[src/rtl/rle_texture_decoder_rotated_macros.svh]
// assertion macros for the rle texture decoder, used by rtd_back
// expects clk and arst_n in the scope of each use
`ifndef RLE_TEXTURE_DECODER_ROTATED_MACROS_SVH
`define RLE_TEXTURE_DECODER_ROTATED_MACROS_SVH

// clocked check, off while reset is asserted
`define RTD_ASSERT(lbl, prop) \
	lbl: assert property (@(posedge clk) disable iff (!arst_n) prop) \
		else $error("rtd assertion failed");

// same, with a caller message
`define RTD_ASSERT_MSG(lbl, prop, msg) \
	lbl: assert property (@(posedge clk) disable iff (!arst_n) prop) \
		else $error(msg);

`endif

[src/rtl/rtd_pkg.sv]
// shared types and constants of the rle texture decoder
// no dependencies
package rtd_pkg;

	localparam logic [7:0] RUN_MARK     = 8'hC0;
	localparam logic [5:0] RUN_MASK     = 6'h3F;
	localparam logic [7:0] HEADER_RESET = 8'd128;

	localparam int IMG_WIDTH_DEF  = 128;
	localparam int IMG_HEIGHT_DEF = 128;
	localparam int CMD_DEPTH      = 4;

	localparam logic REG_HEADER_SKIP = 1'b0;

	// one decoded command: a value repeated count times
	typedef struct packed {
		logic       restart;
		logic [7:0] value;
		logic [5:0] count;
	} cmd_t;

endpackage

[src/rtl/rtd_front.sv]
// byte front end: header skip, run marker parsing, command generation
// depends on rtd_pkg
module rtd_front import rtd_pkg::*; (
	input  logic       clk,
	input  logic       arst_n,
	input  logic       accept,
	input  logic [7:0] data_byte,
	input  logic       restart,
	input  logic [7:0] header_skip,
	output logic       cmd_wr,
	output cmd_t       cmd
);

	logic [7:0] header_seen_q;
	logic       run_pending_q;
	logic [5:0] run_count_q;

	logic [7:0] hs;
	logic       rp;

	always_comb begin
		hs = restart ? 8'd0 : header_seen_q;
		rp = restart ? 1'b0 : run_pending_q;
	end

	always_comb begin
		cmd.restart = restart;
		cmd.value   = data_byte;
		cmd.count   = 6'd0;
		cmd_wr      = accept && restart;
		priority if (hs < header_skip) begin
			cmd.count = 6'd0;
		end else if (rp) begin
			cmd.count = restart ? 6'd0 : run_count_q;
			cmd_wr    = accept;
		end else if (data_byte >= RUN_MARK) begin
			cmd.count = 6'd0;
		end else begin
			cmd.count = 6'd1;
			cmd_wr    = accept;
		end
	end

	always_ff @(posedge clk or negedge arst_n) begin
		if (!arst_n) begin
			header_seen_q <= 8'd0;
			run_pending_q <= 1'b0;
			run_count_q   <= 6'd0;
		end else if (accept) begin
			header_seen_q <= hs;
			run_pending_q <= rp;
			if (restart) begin
				run_count_q <= 6'd0;
			end
			priority if (hs < header_skip) begin
				header_seen_q <= hs + 8'd1;
			end else if (rp) begin
				run_pending_q <= 1'b0;
			end else if (data_byte >= RUN_MARK) begin
				run_pending_q <= 1'b1;
				run_count_q   <= data_byte[5:0] & RUN_MASK;
			end
		end
	end

endmodule

[src/rtl/rtd_cmd_fifo.sv]
// short command queue between the front end and the pixel back end
// depends on rtd_pkg
module rtd_cmd_fifo import rtd_pkg::*; #(
	parameter int DEPTH = CMD_DEPTH
) (
	input  logic clk,
	input  logic arst_n,
	input  logic wr,
	input  cmd_t wdata,
	input  logic rd,
	output cmd_t rdata,
	output logic full,
	output logic empty
);

	localparam int PW = (DEPTH > 1) ? $clog2(DEPTH) : 1;
	localparam int CW = $clog2(DEPTH + 1);

	cmd_t          slot_q [DEPTH];
	logic [PW-1:0] wr_ptr_q;
	logic [PW-1:0] rd_ptr_q;
	logic [CW-1:0] cnt_q;

	logic do_wr;
	logic do_rd;

	assign full  = (cnt_q == CW'(DEPTH));
	assign empty = (cnt_q == '0);
	assign do_wr = wr && !full;
	assign do_rd = rd && !empty;
	assign rdata = slot_q[rd_ptr_q];

	always_ff @(posedge clk) begin
		if (do_wr) begin
			slot_q[wr_ptr_q] <= wdata;
		end
	end

	always_ff @(posedge clk or negedge arst_n) begin
		if (!arst_n) begin
			wr_ptr_q <= '0;
			rd_ptr_q <= '0;
			cnt_q    <= '0;
		end else begin
			if (do_wr) begin
				wr_ptr_q <= (wr_ptr_q == PW'(DEPTH - 1)) ? '0 : wr_ptr_q + 1'b1;
			end
			if (do_rd) begin
				rd_ptr_q <= (rd_ptr_q == PW'(DEPTH - 1)) ? '0 : rd_ptr_q + 1'b1;
			end
			unique case ({do_wr, do_rd})
				2'b10:   cnt_q <= cnt_q + 1'b1;
				2'b01:   cnt_q <= cnt_q - 1'b1;
				default: cnt_q <= cnt_q;
			endcase
		end
	end

endmodule

[src/rtl/rtd_back.sv]
// pixel back end: expands commands into pixels with rotated store addresses
// depends on rtd_pkg and the assertion macro header
`include "rle_texture_decoder_rotated_macros.svh"

module rtd_back import rtd_pkg::*; #(
	parameter int IMG_WIDTH  = IMG_WIDTH_DEF,
	parameter int IMG_HEIGHT = IMG_HEIGHT_DEF
) (
	input  logic        clk,
	input  logic        arst_n,
	input  cmd_t        cmd,
	input  logic        cmd_empty,
	output logic        cmd_pop,
	input  logic        pop,
	output logic        empty,
	output logic [7:0]  pixel_value,
	output logic [13:0] pixel_address,
	output logic        last_of_run,
	output logic        image_done
);

	localparam int TOTAL_N = IMG_WIDTH * IMG_HEIGHT;
	localparam int AW = $clog2(TOTAL_N);
	localparam int DW = $clog2(TOTAL_N + 1);
	localparam int CW = $clog2(IMG_WIDTH + 1);
	localparam int RW = $clog2(IMG_HEIGHT);
	localparam logic [DW-1:0] TOTAL    = DW'(TOTAL_N);
	localparam logic [AW-1:0] TOP_BASE = AW'((IMG_HEIGHT - 1) * IMG_WIDTH);
	localparam logic [AW-1:0] STEP     = AW'(IMG_WIDTH);
	localparam logic [RW-1:0] TOP_ROW  = RW'(IMG_HEIGHT - 1);

	logic          cur_valid_q;
	logic [7:0]    cur_value_q;
	logic [5:0]    cur_cnt_q;
	logic [CW-1:0] col_q;
	logic [RW-1:0] row_q;
	logic [AW-1:0] row_base_q;
	logic [DW-1:0] done_q;

	logic          out_valid_q;
	logic [7:0]    value_q;
	logic [13:0]   addr_q;
	logic          last_q;
	logic          image_done_q;

	logic          emit;
	logic          last_pix;
	logic          fin;
	logic [DW-1:0] done_inc;
	logic [DW-1:0] done_next;
	logic          full_next;
	logic [AW-1:0] addr_sum;
	logic [AW+13:0] addr_ext;

	assign emit      = cur_valid_q && (!out_valid_q || pop);
	assign done_inc  = done_q + 1'b1;
	assign last_pix  = (done_inc == TOTAL);
	assign fin       = emit && ((cur_cnt_q == 6'd1) || last_pix);
	assign done_next = emit ? done_inc : done_q;
	assign full_next = (done_next >= TOTAL);
	assign cmd_pop   = !cmd_empty && (!cur_valid_q || fin);

	// column may be one wider than needed; it is cast to the address width for the sum
	assign addr_sum = AW'(col_q) + row_base_q;
	assign addr_ext = {14'd0, addr_sum};

	assign empty         = !out_valid_q;
	assign pixel_value   = value_q;
	assign pixel_address = addr_q;
	assign last_of_run   = last_q;
	assign image_done    = image_done_q;

	always_ff @(posedge clk) begin
		if (emit) begin
			value_q      <= cur_value_q;
			addr_q       <= addr_ext[13:0];
			last_q       <= (cur_cnt_q == 6'd1) || last_pix;
			image_done_q <= last_pix;
		end
		if (cmd_pop) begin
			cur_value_q <= cmd.value;
		end
	end

	always_ff @(posedge clk or negedge arst_n) begin
		if (!arst_n) begin
			out_valid_q <= 1'b0;
			cur_valid_q <= 1'b0;
			cur_cnt_q   <= 6'd0;
			col_q       <= '0;
			row_q       <= TOP_ROW;
			row_base_q  <= TOP_BASE;
			done_q      <= '0;
		end else begin
			if (emit) begin
				out_valid_q <= 1'b1;
			end else if (pop) begin
				out_valid_q <= 1'b0;
			end

			// a zero count, or a full image without restart, leaves nothing to expand
			if (cmd_pop) begin
				cur_valid_q <= (cmd.count != 6'd0) && (cmd.restart || !full_next);
				cur_cnt_q   <= cmd.count;
			end else if (fin) begin
				cur_valid_q <= 1'b0;
			end else if (emit) begin
				cur_cnt_q <= cur_cnt_q - 6'd1;
			end

			// restart of the next command wins over the pixel just sent
			if (cmd_pop && cmd.restart) begin
				col_q      <= '0;
				row_q      <= TOP_ROW;
				row_base_q <= TOP_BASE;
				done_q     <= '0;
			end else if (emit) begin
				done_q <= done_inc;
				if (row_q == '0) begin
					row_q      <= TOP_ROW;
					row_base_q <= TOP_BASE;
					col_q      <= col_q + 1'b1;
				end else begin
					row_q      <= row_q - 1'b1;
					row_base_q <= row_base_q - STEP;
				end
			end
		end
	end

	`RTD_ASSERT(a_done_is_last, out_valid_q && image_done_q |-> last_q)
	`RTD_ASSERT_MSG(a_no_pixel_when_full, done_q >= TOTAL |-> !emit, "pixel past full image")
	`RTD_ASSERT_MSG(a_active_cnt, cur_valid_q |-> cur_cnt_q != 6'd0, "active run with zero count")
	`RTD_ASSERT(a_restart_clears, cmd_pop && cmd.restart |=> done_q == '0 && row_q == TOP_ROW)

endmodule

[src/rtl/rle_texture_decoder_rotated.sv]
// top level of the rle texture decoder with rotated store addressing
// depends on rtd_pkg, rtd_front, rtd_cmd_fifo, rtd_back
//
// Usage: encoded file bytes enter on the push/full queue port, one beat per
// byte, with restart set on the first byte of each file. Decoded pixels leave
// on the empty/pop queue port, one beat per pixel, carrying the colour index,
// the store address (column plus row times width, row falling first) and
// last-of-run and image-done flags.
// The front end takes one byte per cycle while the queue is not full and
// writes a command into a four-entry queue; header bytes and run markers
// leave no command unless they carry restart.
// The back end turns a command into pixels at one per cycle while the
// receiver keeps up, and pulls the next command in the cycle that sends
// the last pixel of the current one. A byte passes through a queue slot,
// the current-command registers and the output register before its first
// pixel shows on the result ports.
// When the receiver stalls, the output register holds its beat, the back end
// stops, the queue fills and then full rises. After reset all counters are
// cleared, the row starts at the top row and header_skip reads 128.
// header_skip is written over the APB port at byte address 0.
module rle_texture_decoder_rotated import rtd_pkg::*; #(
	parameter int IMG_WIDTH  = IMG_WIDTH_DEF,
	parameter int IMG_HEIGHT = IMG_HEIGHT_DEF
) (
	input  logic        clk,
	input  logic        arst_n,
	input  logic        psel,
	input  logic        penable,
	input  logic        pwrite,
	input  logic [2:0]  paddr,
	input  logic [31:0] pwdata,
	output logic [31:0] prdata,
	output logic        pready,
	input  logic        push,
	output logic        full,
	input  logic [7:0]  data_byte,
	input  logic        restart,
	output logic        empty,
	input  logic        pop,
	output logic [7:0]  pixel_value,
	output logic [13:0] pixel_address,
	output logic        last_of_run,
	output logic        image_done
);

	logic [7:0] header_skip_q;
	logic       accept;
	logic       cmd_wr;
	cmd_t       cmd_in;
	cmd_t       cmd_out;
	logic       cmd_empty;
	logic       cmd_pop;

	assign pready = 1'b1;
	assign accept = push && !full;

	always_ff @(posedge clk or negedge arst_n) begin
		if (!arst_n) begin
			header_skip_q <= HEADER_RESET;
		end else if (psel && penable && pwrite && (paddr[2] == REG_HEADER_SKIP)) begin
			header_skip_q <= pwdata[7:0];
		end
	end

	assign prdata = (paddr[2] == REG_HEADER_SKIP) ? {24'd0, header_skip_q} : 32'd0;

	rtd_front u_front (
		.clk         (clk),
		.arst_n      (arst_n),
		.accept      (accept),
		.data_byte   (data_byte),
		.restart     (restart),
		.header_skip (header_skip_q),
		.cmd_wr      (cmd_wr),
		.cmd         (cmd_in)
	);

	rtd_cmd_fifo #(
		.DEPTH (CMD_DEPTH)
	) u_fifo (
		.clk    (clk),
		.arst_n (arst_n),
		.wr     (cmd_wr),
		.wdata  (cmd_in),
		.rd     (cmd_pop),
		.rdata  (cmd_out),
		.full   (full),
		.empty  (cmd_empty)
	);

	rtd_back #(
		.IMG_WIDTH  (IMG_WIDTH),
		.IMG_HEIGHT (IMG_HEIGHT)
	) u_back (
		.clk           (clk),
		.arst_n        (arst_n),
		.cmd           (cmd_out),
		.cmd_empty     (cmd_empty),
		.cmd_pop       (cmd_pop),
		.pop           (pop),
		.empty         (empty),
		.pixel_value   (pixel_value),
		.pixel_address (pixel_address),
		.last_of_run   (last_of_run),
		.image_done    (image_done)
	);

endmodule
[config.mk]
export PLATFORM = sky130hd
export DESIGN_NAME = rle_texture_decoder_rotated
export DESIGN_NICKNAME = d
export VERILOG_FILES = /design/src/rtl/rtd_pkg.sv /design/src/rtl/rtd_front.sv /design/src/rtl/rtd_cmd_fifo.sv /design/src/rtl/rtd_back.sv /design/src/rtl/rle_texture_decoder_rotated.sv
export VERILOG_INCLUDE_DIRS = /design/src /design/src/rtl
export SDC_FILE = /design/constraint.sdc
export NUM_CORES = 1
export LEC_CHECK = 0
export ABC_AREA = 1
export BUFFER_PORTS_ARGS = -buffer_cell sky130_fd_sc_hd__buf_4
export CORE_AREA = 2 2 139 141
export CTS_CLUSTER_SIZE = 20
export DETAILED_ROUTE_END_ITERATION = 7
export DIE_AREA = 0 0 141 143
export PLACE_DENSITY = 0.79
export RECOVER_POWER = 50
export SETUP_SLACK_MARGIN = 0.2
export SLEW_MARGIN = 0
export SYNTH_ARGS = -nofsm -noshare
export SYNTH_HDL_FRONTEND = slang
export SYNTH_SLANG_ARGS = --single-unit
[constraint.sdc]
create_clock -name clk -period 2.6 [get_ports clk]
set_input_delay 0 -clock clk [delete_from_list [all_inputs] [get_ports clk]]
set_output_delay 0 -clock clk [all_outputs]
set_load 0.005 [all_outputs]
==> metrics.cfg, run 1 <==
[outcome]
outcome=finished, violations left
failed_checks=max-capacitance violations, max-slew violations

[cells_and_area]
fillers=1555
antenna_cells=0
area_growth_pct=20.4
final_nets=1036
stdcell_count=1209
finish.utilization_pct=53.7
drive_above_1_share_pct=20.0

[clock_network]
numCtsBuffers=17
clock-sinks=167
h-tree-depth=4
clockBufferDepth=2
clkSlewWorstSetupHoldPaths_ns=0.07
cts_tree=built
clk_latency_ns=0.43
cts.root.buffer_cell=clkbuf_16

[global_route]
grt_pass1_wl_um=27800
grt_antenna_before_repair=0
grt_pass1_vias=5999
grt_max_degree=76
grt_util_all_layers_pct=17.2
grt.overflow.total=0

[placed_design]
dp.cells=1141
dp_hpwl_um=10600
numPortBuffers=58
dpl_worst_slack_ns=-0.0248
gp_congestion=0.826

[setup_path]
startpoint_type=register
required_ns=2.91
worst_ep_arrival_time_ns=2.88
r2r_slack_ns=0.03
crit_path_end_kind=register
worstSetupPathType=reg -> reg
critPathMaxFanout=3

[power]
clockPowerShare_pct=25.8
powerDensity_nw_per_um2=930
power.internal_mw=6.03
p_sw_mw=3.24
seq_power_share_pct=42.4
vdd_ir_drop_max_uv=657
p_comb_share_pct=31.8
p_leak_nw=4.43
swShare_pct=34.9

[detailed_routing]
drc=0
routed_wl_um=17100
drt_iter0_markers=372
vias=6102
via_per_inst=5.05
dr.pass1.iters=5
antenna_left=0
wl_per_cell_um=14.1

[sta]
final_max_slew_viol_count=76
max_freq_mhz=390
setup_violations=0
rsz0062_at_grt=true
skew_ns=0.0116
worst_slack_ns=0.0327
setup_tns_ns=0
tightestPinTransition_ns=1.94
final_hold_viol_count=0
min_period_ns=2.57
max-slew-margin-rel_pct=-29.5
finalCritPeriodShare_pct=98.7

[floorplanning]
die_x_um=141
start_util_pct=44.6
fp.dieH_um=143
ios=110
dieArea_um2=20200
core_um2=18600
rows=50

[synth]
synth.distinct_cells=39
yosys_warnings=0
synthCells=859
ys_ff_latch=167
syn_area_per_cell_um2=9.64
netlist_area_um2=8280
synth_seq_area_share_pct=56.2

[flow_run]
drv_cap=1

[min_path]
hold_class=in -> reg

-- kinds of logic after synthesis --
kind of cell | after synthesis | synth area share, %
flip-flops | 167 | 56.2
AND/OR/NAND/NOR | 336 | 17.5
adder cells (fa/ha/maj) | 23 | 3.56
other | 2 | 0.0907
AO/OA/AOI/OAI | 131 | 9.85
XOR/XNOR | 37 | 3.91
buffers and inverters | 163 | 8.84
-- worst max-delay path, stage by stage, from the launching register on --
cell	delay, ns
dfrtp_1	0.40
ha_4	0.18
nand3_2	0.12
nor2_2	0.14
nand4_1	0.13
nand2_2	0.13
nor2_1	0.06
nand3_1	0.13
nand2_2	0.08
nand2_2	0.06
nand2_2	0.06
nand2_4	0.09
inv_8	0.04
ha_4	0.15
fa_2	0.34
a21oi_2	0.12
o21ai_1	0.08
xor2_1	0.14
-- power groups by stage --
stage / clock, mW / sequential [mW] / combinational, mW
global placement: 0 / 3.93 / 2.56
detailed placement: 0 / 3.96 / 2.68
CTS: 2.42 / 3.94 / 2.89
floorplan: 0 / 3.83 / 1.99
finish: 2.39 / 3.93 / 2.94
global route: 2.53 / 4.01 / 3.33
-- repair_timing --
item	CTS	global route
endpoints found under the setup margin	2	119
pin swaps	3	1
resized for setup	14	32
hold buffers	19	0
cloned	0	4
setup buffers	13	0
hold endpoints to repair	109	0
-- area by class of cell --
class,instances,area [um2],share of cell area [%]
inverter,103,398,3.99
timing repair buffer,121,950,9.52
clock buffer,19,453,4.54
clock inverter,13,106,1.07
sequential,167,4660,46.7
multi-input combinational,552,3110,31.2
tap,234,293,2.94
-- synthesized netlist by cell type, drive strengths merged --
| library cell | count | area (um2) |
|---|---|---|
| inv | 103 | 387 |
| o22ai | 15 | 93.8 |
| dfrtp | 60 | 1500 |
| a32oi | 2 | 17.5 |
| nand4 | 20 | 125 |
| clkbuf | 27 | 101 |
| o221ai | 2 | 17.5 |
| fa | 1 | 20.0 |
| a31oi | 1 | 6.26 |
| and3 | 1 | 6.26 |
| conb | 2 | 7.51 |
| xnor2 | 12 | 105 |
| edfxtp | 92 | 2760 |
| nand2 | 141 | 537 |
| o21bai | 1 | 7.51 |
| a21oi | 24 | 120 |
| o21a | 14 | 105 |
| nor3 | 12 | 60.1 |
| ha | 22 | 275 |
| or2 | 5 | 31.3 |
| o211ai | 21 | 193 |
| dfstp | 15 | 394 |
| xor2 | 25 | 219 |
| buf | 33 | 244 |
| nand3 | 45 | 235 |
| o21ai | 51 | 255 |
| nor4 | 1 | 6.26 |
| nor2 | 105 | 404 |
| nand3b | 6 | 45.0 |
-- routing by layer --
metal	vias up	wire length, um	track usage, %
met3	16	637	4.06
met1	2920	7310	20.8
met5	-	0	0
met4	0	190	5.16
met2	140	8920	30.8
li1	3026	-	-
-- sequential cells by signal, summed over array words and instances (netlist names), 2 cells and up --
register	cells
u_back.col_q	8
u_front.header_seen_q	8
u_back.done_q	15
header_skip_q	8
u_back.row_base_q	7
u_fifo.rd_ptr_q	2
u_back.pixel_value	8
u_fifo.wr_ptr_q	2
u_back.row_q	7
u_front.run_count_q	6
u_fifo.slot_q	60
u_fifo.cnt_q	3
u_back.pixel_address	14
u_back.cur_value_q	8
u_back.cur_cnt_q	6
-- metrics by stage --
stage                     power [mW]  area, um2  hold slack, ns
after global routing            9.86       9970           0.205
after global placement          6.50       9000           0.214
after detailed placement        6.65       9000           0.217
final                           9.27       9970           0.186
after CTS                       9.25       9910           0.171
after floorplan                 5.82       8400          -0.296
-- cells in the final DEF (no fill, tap or decap), drive strengths merged --
cell type    Yosys  final
buf             33     56
o21ai           51     51
xnor2           12     12
edfxtp          92     92
a32oi            2      2
a31oi            1      1
o22ai           15     15
nand2          141    141
dfstp           15     15
nor3            12     12
nor4             1      1
nand3           45     45
fa               1      1
dlygate4sd3      0     19
inv            103    112
or2              5      5
xor2            25     25
conb             2     25
nand4           20     20
o21a            14     14
o221ai           2      2
o21bai           1      1
dfrtp           60     60
a21oi           24     24
ha              22     22
clkbuf          27     65
clkinv           0      3
clkinvlp         0      1
o211ai          21     21
and3             1      1
nor2           105    105
nand3b           6      6
-- worst paths after layout --
check                                                      to                       startpoint  cells after the start
setup / recovery                  u_fifo.cnt_q[2]$_DFFE_PN0P_       u_back.done_q[0]$_DFF_PN0_                     17
max in group asynchronous          u_back.done_q[2]$_DFF_PN0_                           arst_n                      2
setup reg to reg                  u_fifo.cnt_q[2]$_DFFE_PN0P_       u_back.done_q[0]$_DFF_PN0_                     17
min in group asynchronous  u_front.run_count_q[0]$_DFFE_PN0P_                           arst_n                      2
hold reg to reg               u_back.pixel_value[3]$_DFFE_PP_  u_back.cur_value_q[3]$_DFFE_PN_                      0
hold / removal             u_front.run_count_q[3]$_DFFE_PN0P_                             push                      5
No activity file was read; power rests on OpenSTA's default activity.
==> run 2: changes to the inputs <==
Settings changed: CORE_AREA 2 2 139 141 to 3 3 140 142, DIE_AREA 0 0 141 143 to 0 0 143 145.
==> metrics.cfg, run 2 (synthesis gave the netlist of run 1 again) <==
[sta]
setup_violations=0  ; unchanged
rsz0062_at_grt=true
skew_ns=0.0143  ; +0.00264 ns
final_max_slew_viol_count=76  ; unchanged
final_hold_viol_count=0  ; unchanged
worst_slack_ns=0.0430  ; +0.0103 ns
finalCritPeriodShare_pct=98.3  ; -0.40 points
tightestPinTransition_ns=1.92  ; -0.0190 ns
min_period_ns=2.56  ; -0.0103 ns
max-slew-margin-rel_pct=-28.3  ; +1.3 points
max_freq_mhz=391  ; +0.40%

[cells_and_area]
max_flop_register=u_fifo.slot_q
final_cell_mix=nand2_1 (123), edfxtp_1 (92), nor2_1 (90), inv_1 (86), dfrtp_1 (58)
stdcell_count=1205  ; -0.33%
final_nets=1032  ; -0.39%
largest_reg_flops=60  ; unchanged
final_common_cell=nand2_1
fillers=1593  ; +2.4%
antenna_cells=0  ; unchanged
regArea_um2=4660  ; about the same
area_growth_pct=20.9
finish.utilization_pct=53.9  ; +0.24 points
multi_input_area_um2=3150  ; +1.1%
drive_above_1_share_pct=21.1  ; +1.1 points

[setup_path]
required_ns=2.91  ; about the same
crit_slowest_cell=dfrtp_1
worst_ep_arrival_time_ns=2.87  ; about the same
r2r-start=u_back.done_q[1]$_DFF_PN0_
startpoint_type=register
reg2reg_depth=18  ; +1
critPathMaxFanout=6  ; +3
crit_buf_inv=1  ; unchanged
cpMostUsedCell=nand2_2
r2r_end=u_fifo.cnt_q[2]$_DFFE_PN0P_
worstSetupPathType=reg -> reg
crit_chain=ha_4, nand2_4, nor2_4, nand2_2, xor2_1, nand2_1, nor2_1, nand3_1, nand2_2, nand2_2, nand2_2, nand2_4, inv_8, ha_4, fa_2, a21oi_2, o21ai_1, xor2_1
crit_path_end_kind=register
critPathMaxStageDelay_ns=0.39  ; about the same
crit_family=simple AND/OR/NAND/NOR gates
r2r_slack_ns=0.04  ; about the same

[floorplanning]
fp.dieH_um=145  ; +1.4%
ios=110  ; unchanged
core_um2=18600  ; unchanged
rows=50  ; unchanged
die_x_um=143  ; +1.4%
dieArea_um2=20700  ; +2.8%
start_util_pct=44.6  ; unchanged

[min_path]
hold_class=in -> reg
min_from=push
holdPathStages=5  ; unchanged
holdPathEnd=u_front.run_count_q[3]$_DFFE_PN0P_

[global_route]
grt_antenna_before_repair=0  ; unchanged
grt_pass1_vias=5768  ; -3.9%
grt_pass1_wl_um=27200  ; -2.3%
grt_util_all_layers_pct=16.1  ; -1.1 points
grt_max_degree=76  ; unchanged
grt.overflow.total=0  ; unchanged

[detailed_routing]
drt_iter0_markers=308  ; -17%
vias=6101  ; -0.016%
antenna_left=0  ; unchanged
via_per_inst=5.06  ; +0.32%
wl_per_cell_um=13.8  ; -2.2%
routed_wl_um=16600  ; -2.5%
dr.pass1.iters=5  ; unchanged
drc=0  ; unchanged

[placed_design]
dp_hpwl_um=10700  ; +0.58%
dp.cells=1142  ; +0.088%
dpl_worst_slack_ns=-0.0101  ; +0.0147 ns
gp_congestion=0.862  ; +4.3%
numPortBuffers=58  ; unchanged

[clock_network]
clkSlewWorstSetupHoldPaths_ns=0.07  ; about the same
h-tree-depth=4  ; unchanged
cts_tree=built
cts.root.buffer_cell=clkbuf_16
clockBufferDepth=2  ; unchanged
clock-sinks=167  ; unchanged
numCtsBuffers=17  ; unchanged
clk_latency_ns=0.44  ; about the same

[outcome]
outcome=finished, violations left
failed_checks=max-capacitance violations, max-slew violations

[flow_run]
drv_cap=1  ; unchanged

[power]
p_leak_nw=4.43  ; about the same
powerDensity_nw_per_um2=927  ; -0.31%
vdd_ir_drop_max_uv=619  ; -5.8%

-- run 2: where the power goes --
| part | switching (mW) | internal (mW) | leakage, nW | total [mW] |
|---|---|---|---|---|
| registers | 0.417 | 3.47 | 1.76 | 3.89 |
| clock network | 1.08 | 1.42 | 0.300 | 2.50 |
| logic | 1.68 | 1.21 | 2.37 | 2.89 |
| total | 3.18 | 6.10 | 4.43 | 9.28 |
-- run 2: metal layers --
metal | routed length [um] | GRT usage (%)
met5 | 0 | 0
met1 | 7240 | 20.3
met3 | 622 | 3.03
met2 | 8430 | 27.3
met4 | 328 | 6.42
-- run 2: how the worst max path moves through the flow --
stage / end / slack, ns / startpoint / cells past startpoint
finish: u_fifo.cnt_q[2]$_DFFE_PN0P_ / 0.04 / u_back.done_q[1]$_DFF_PN0_ / 18
detailed placement: u_fifo.cnt_q[2]$_DFFE_PN0P_ / -0.01 / u_back.done_q[0]$_DFF_PN0_ / 18
floorplan: u_fifo.cnt_q[1]$_DFFE_PN0P_ / 0.02 / u_back.done_q[0]$_DFF_PN0_ / 17
global placement: u_fifo.cnt_q[2]$_DFFE_PN0P_ / 0.05 / u_back.done_q[1]$_DFF_PN0_ / 18
global route: u_fifo.cnt_q[2]$_DFFE_PN0P_ / -0.13 / u_back.done_q[1]$_DFF_PN0_ / 18
CTS: u_fifo.cnt_q[2]$_DFFE_PN0P_ / 0.04 / u_front.header_seen_q[1]$_DFFE_PN0P_ / 17
-- run 2: area by class of cell --
cell class / instances / share of cell area [%]
well taps: 234 / 2.92
flip-flops and latches: 167 / 46.5
clock buffers: 21 / 5.02
inverters: 103 / 3.97
clock inverters: 11 / 0.924
repair buffers: 117 / 9.21
multi-input cells: 552 / 31.4
-- run 2: metrics by stage --
| stage | power [mW] | TNS, ns | hold slack (ns) | cell area, um2 |
|---|---|---|---|---|
| 6_report | 9.28 | 0 | 0.0338 | 10000 |
| 5_1_grt | 9.93 | -0.286 | 0.0523 | 10000 |
| 4_1_cts | 9.25 | 0 | 0.0168 | 9920 |
| 3_5_place_dp | 6.63 | -0.0101 | 0.218 | 9020 |
| 3_3_place_gp | 6.50 | 0 | 0.213 | 9020 |
| 2_1_floorplan | 5.82 | 0 | -0.296 | 8400 |
-- run 2: worst min-delay path: cells and delay by family --
family          cells  cell delay (ns)
buf+inv             2             0.24
simple gates        2             0.11
compound gates      1             0.08
-- run 2: repair_timing --
| action | CTS | global route |
|---|---|---|
| resized for setup | 8 | 48 |
| endpoints found under the setup margin | 2 | 127 |
| pin swaps | 2 | 5 |
| gates cloned | 0 | 3 |
| hold buffers | 20 | 0 |
| hold endpoints to repair | 109 | 0 |
| setup buffers | 8 | 0 |
==> run 3: changes to the inputs <==
Settings changed: PLACE_DENSITY 0.79 to 0.67.
==> metrics.cfg, run 3 (synthesis gave the netlist of run 1 again) <==
[outcome]
outcome=finished, violations left
failed_checks=max-capacitance violations, max-slew violations, negative setup slack

[power]
vdd_ir_drop_max_uv=568  ; -8.3%
swShare_pct=34.6  ; +0.29 points
p_comb_share_pct=32.1  ; +1.0 points
clockPowerShare_pct=26.5  ; -0.4 points
finalPower_mw=9.38  ; +1.0%
p_sw_mw=3.24  ; +1.9%
powerDensity_nw_per_um2=924  ; -0.31%
power.internal_mw=6.14  ; +0.57%
seq_power_share_pct=41.4  ; -0.5 points
p_leak_nw=4.48  ; +1.1%

[sta]
max_freq_mhz=381  ; -2.6%
finalCritPeriodShare_pct=101  ; +2.7 points
final_hold_viol_count=0  ; unchanged
skew_ns=0.0196  ; +0.00532 ns
worst_slack_ns=-0.0265  ; -0.0695 ns
tightestPinTransition_ns=1.96  ; +0.0335 ns
min_period_ns=2.63  ; +0.0695 ns
rsz0062_at_grt=true
setup_violations=2  ; +2
max-slew-margin-rel_pct=-30.5  ; -2.2 points
final_max_slew_viol_count=76  ; unchanged
holdWs_ns=0.151  ; +0.117 ns

[cells_and_area]
final_common_cell=nand2_1
largest_reg_flops=60  ; unchanged
drive_above_1_share_pct=21.3  ; +0.19 points
finish.utilization_pct=54.6  ; +0.71 points
area_growth_pct=22.5
final_cell_mix=nand2_1 (127), nor2_1 (93), edfxtp_1 (92), inv_1 (84), dfrtp_1 (59)
antenna_cells=0  ; unchanged
max_flop_register=u_fifo.slot_q
final_nets=1042  ; +0.97%
stdcell_count=1215  ; +0.83%

[flow_run]
drv_cap=1  ; unchanged

[setup_path]
startpoint_type=register
crit_path_end_kind=register
crit_family=simple AND/OR/NAND/NOR gates
cpMostUsedCell=nand2_2
critPathMaxStageDelay_ns=0.43  ; +0.04 ns
crit_chain=buf_4, inv_1, nor2_2, nand2_1, xor2_1, nand2_1, nor2_1, nand3_1, nand2_2, nand2_2, nand2_2, nand2_4, inv_8, ha_4, fa_2, nor2_2, a21oi_1
crit_slowest_cell=fa_2
worst_ep_arrival_time_ns=2.94  ; +0.07 ns
required_ns=2.91  ; about the same
critPathMaxFanout=4  ; -2
worstSetupPathType=reg -> reg
crit_buf_inv=3  ; +2

[min_path]
hold_class=in -> reg

[detailed_routing]
dr.pass1.iters=5  ; unchanged
via_per_inst=5.01  ; -1.1%
vias=6084  ; -0.28%
drc=0  ; unchanged
drt_iter0_markers=323  ; +4.9%
antenna_left=0  ; unchanged
routed_wl_um=16500  ; -0.48%
wl_per_cell_um=13.6  ; -1.3%

[global_route]
grt.overflow.total=0  ; unchanged
grt_max_degree=76  ; unchanged
grt_pass1_vias=5652  ; -2.0%
grt_util_all_layers_pct=16.2  ; +0.13 points
grt_pass1_wl_um=27300  ; +0.35%
grt_antenna_before_repair=0  ; unchanged

[clock_network]
h-tree-depth=4  ; unchanged
clock-sinks=167  ; unchanged
clockBufferDepth=2  ; unchanged
cts_tree=built
numCtsBuffers=17  ; unchanged
clk_latency_ns=0.44  ; about the same
clkSlewWorstSetupHoldPaths_ns=0.07  ; about the same
cts.root.buffer_cell=clkbuf_16

[floorplanning]
die_x_um=143  ; unchanged
rows=50  ; unchanged
fp.dieH_um=145  ; unchanged
dieArea_um2=20700  ; unchanged
core_um2=18600  ; unchanged
ios=110  ; unchanged
start_util_pct=44.6  ; unchanged

[placed_design]
dpl_worst_slack_ns=-0.0122  ; -0.00217 ns
gp_congestion=0.812  ; -5.8%
dp.cells=1143  ; +0.088%
numPortBuffers=58  ; unchanged
dp_hpwl_um=10500  ; -1.9%

[run 3: cell count changes in the layout (fill, tap and decap cells not counted), sizes merged]
cell | previous run | this run
buf | 50 | 63
inv | 111 | 108
clkbuf | 68 | 63
bufinv | 0 | 1
clkinv | 2 | 6
[run 3: worst paths after layout]
kind                                                 start                                 end  slack [ns]  depth (start not counted)
hold reg to reg            u_back.cur_value_q[6]$_DFFE_PN_     u_back.pixel_value[6]$_DFFE_PP_        0.42                          0
min in group asynchronous                           arst_n  u_front.run_count_q[3]$_DFFE_PN0P_        0.65                          2
setup / recovery                u_back.done_q[0]$_DFF_PN0_         u_fifo.cnt_q[1]$_DFFE_PN0P_       -0.03                         17
setup reg to reg                u_back.done_q[0]$_DFF_PN0_         u_fifo.cnt_q[1]$_DFFE_PN0P_       -0.03                         17
max in group asynchronous                           arst_n          u_back.done_q[2]$_DFF_PN0_        0.63                          2
hold / removal                                        push  u_front.run_count_q[4]$_DFFE_PN0P_        0.15                          5
[run 3: cell type report]
type                    instances  area, um2
repair buffers                127       1020
well taps                     234        293
multi-input cells             552       3180
inverters                     103        403
clock buffers                  19        433
fillers                      1654       8430
flip-flops and latches        167       4660
clock inverters                13        160
[run 3: metal layers]
layer	GRT usage [%]	up-vias	wire, um
met5	0	-	0
met2	27.1	113	8450
li1	-	3040	-
met3	3.82	17	602
met4	4.56	0	155
met1	21.2	2914	7340
[run 3: tightest hold or removal path, stage by stage]
cell	delay [ns]
buf_4	0.07
o21ai_0	0.17
buf_4	0.21
nand2_1	0.05
nand2_1	0.05
[run 3: power by group through the flow]
stage | sequential, mW | combinational, mW | clock (mW)
after floorplan | 3.83 | 1.99 | 0
after global placement | 3.90 | 2.65 | 0
after detailed placement | 3.91 | 2.72 | 0
after CTS | 3.87 | 2.82 | 2.55
after global routing | 3.95 | 3.44 | 2.67
final | 3.88 | 3.01 | 2.49
[run 3: metrics by stage]
step	area [um2]	setup TNS, ns
6_report	10100	-0.0501
5_1_grt	10100	-2.18
4_1_cts	9900	0
3_5_place_dp	9030	-0.0151
3_3_place_gp	9030	0
2_1_floorplan	8400	0
[run 3: timing repair]
| action | CTS | global route |
|---|---|---|
| endpoints found under the setup margin | 2 | 131 |
| hold endpoints to repair | 109 | 0 |
| cloned | 0 | 3 |
| hold buffers | 20 | 0 |
| resized for setup | 3 | 69 |
| buffers inserted | 9 | 8 |
| pin swaps | 6 | 22 |
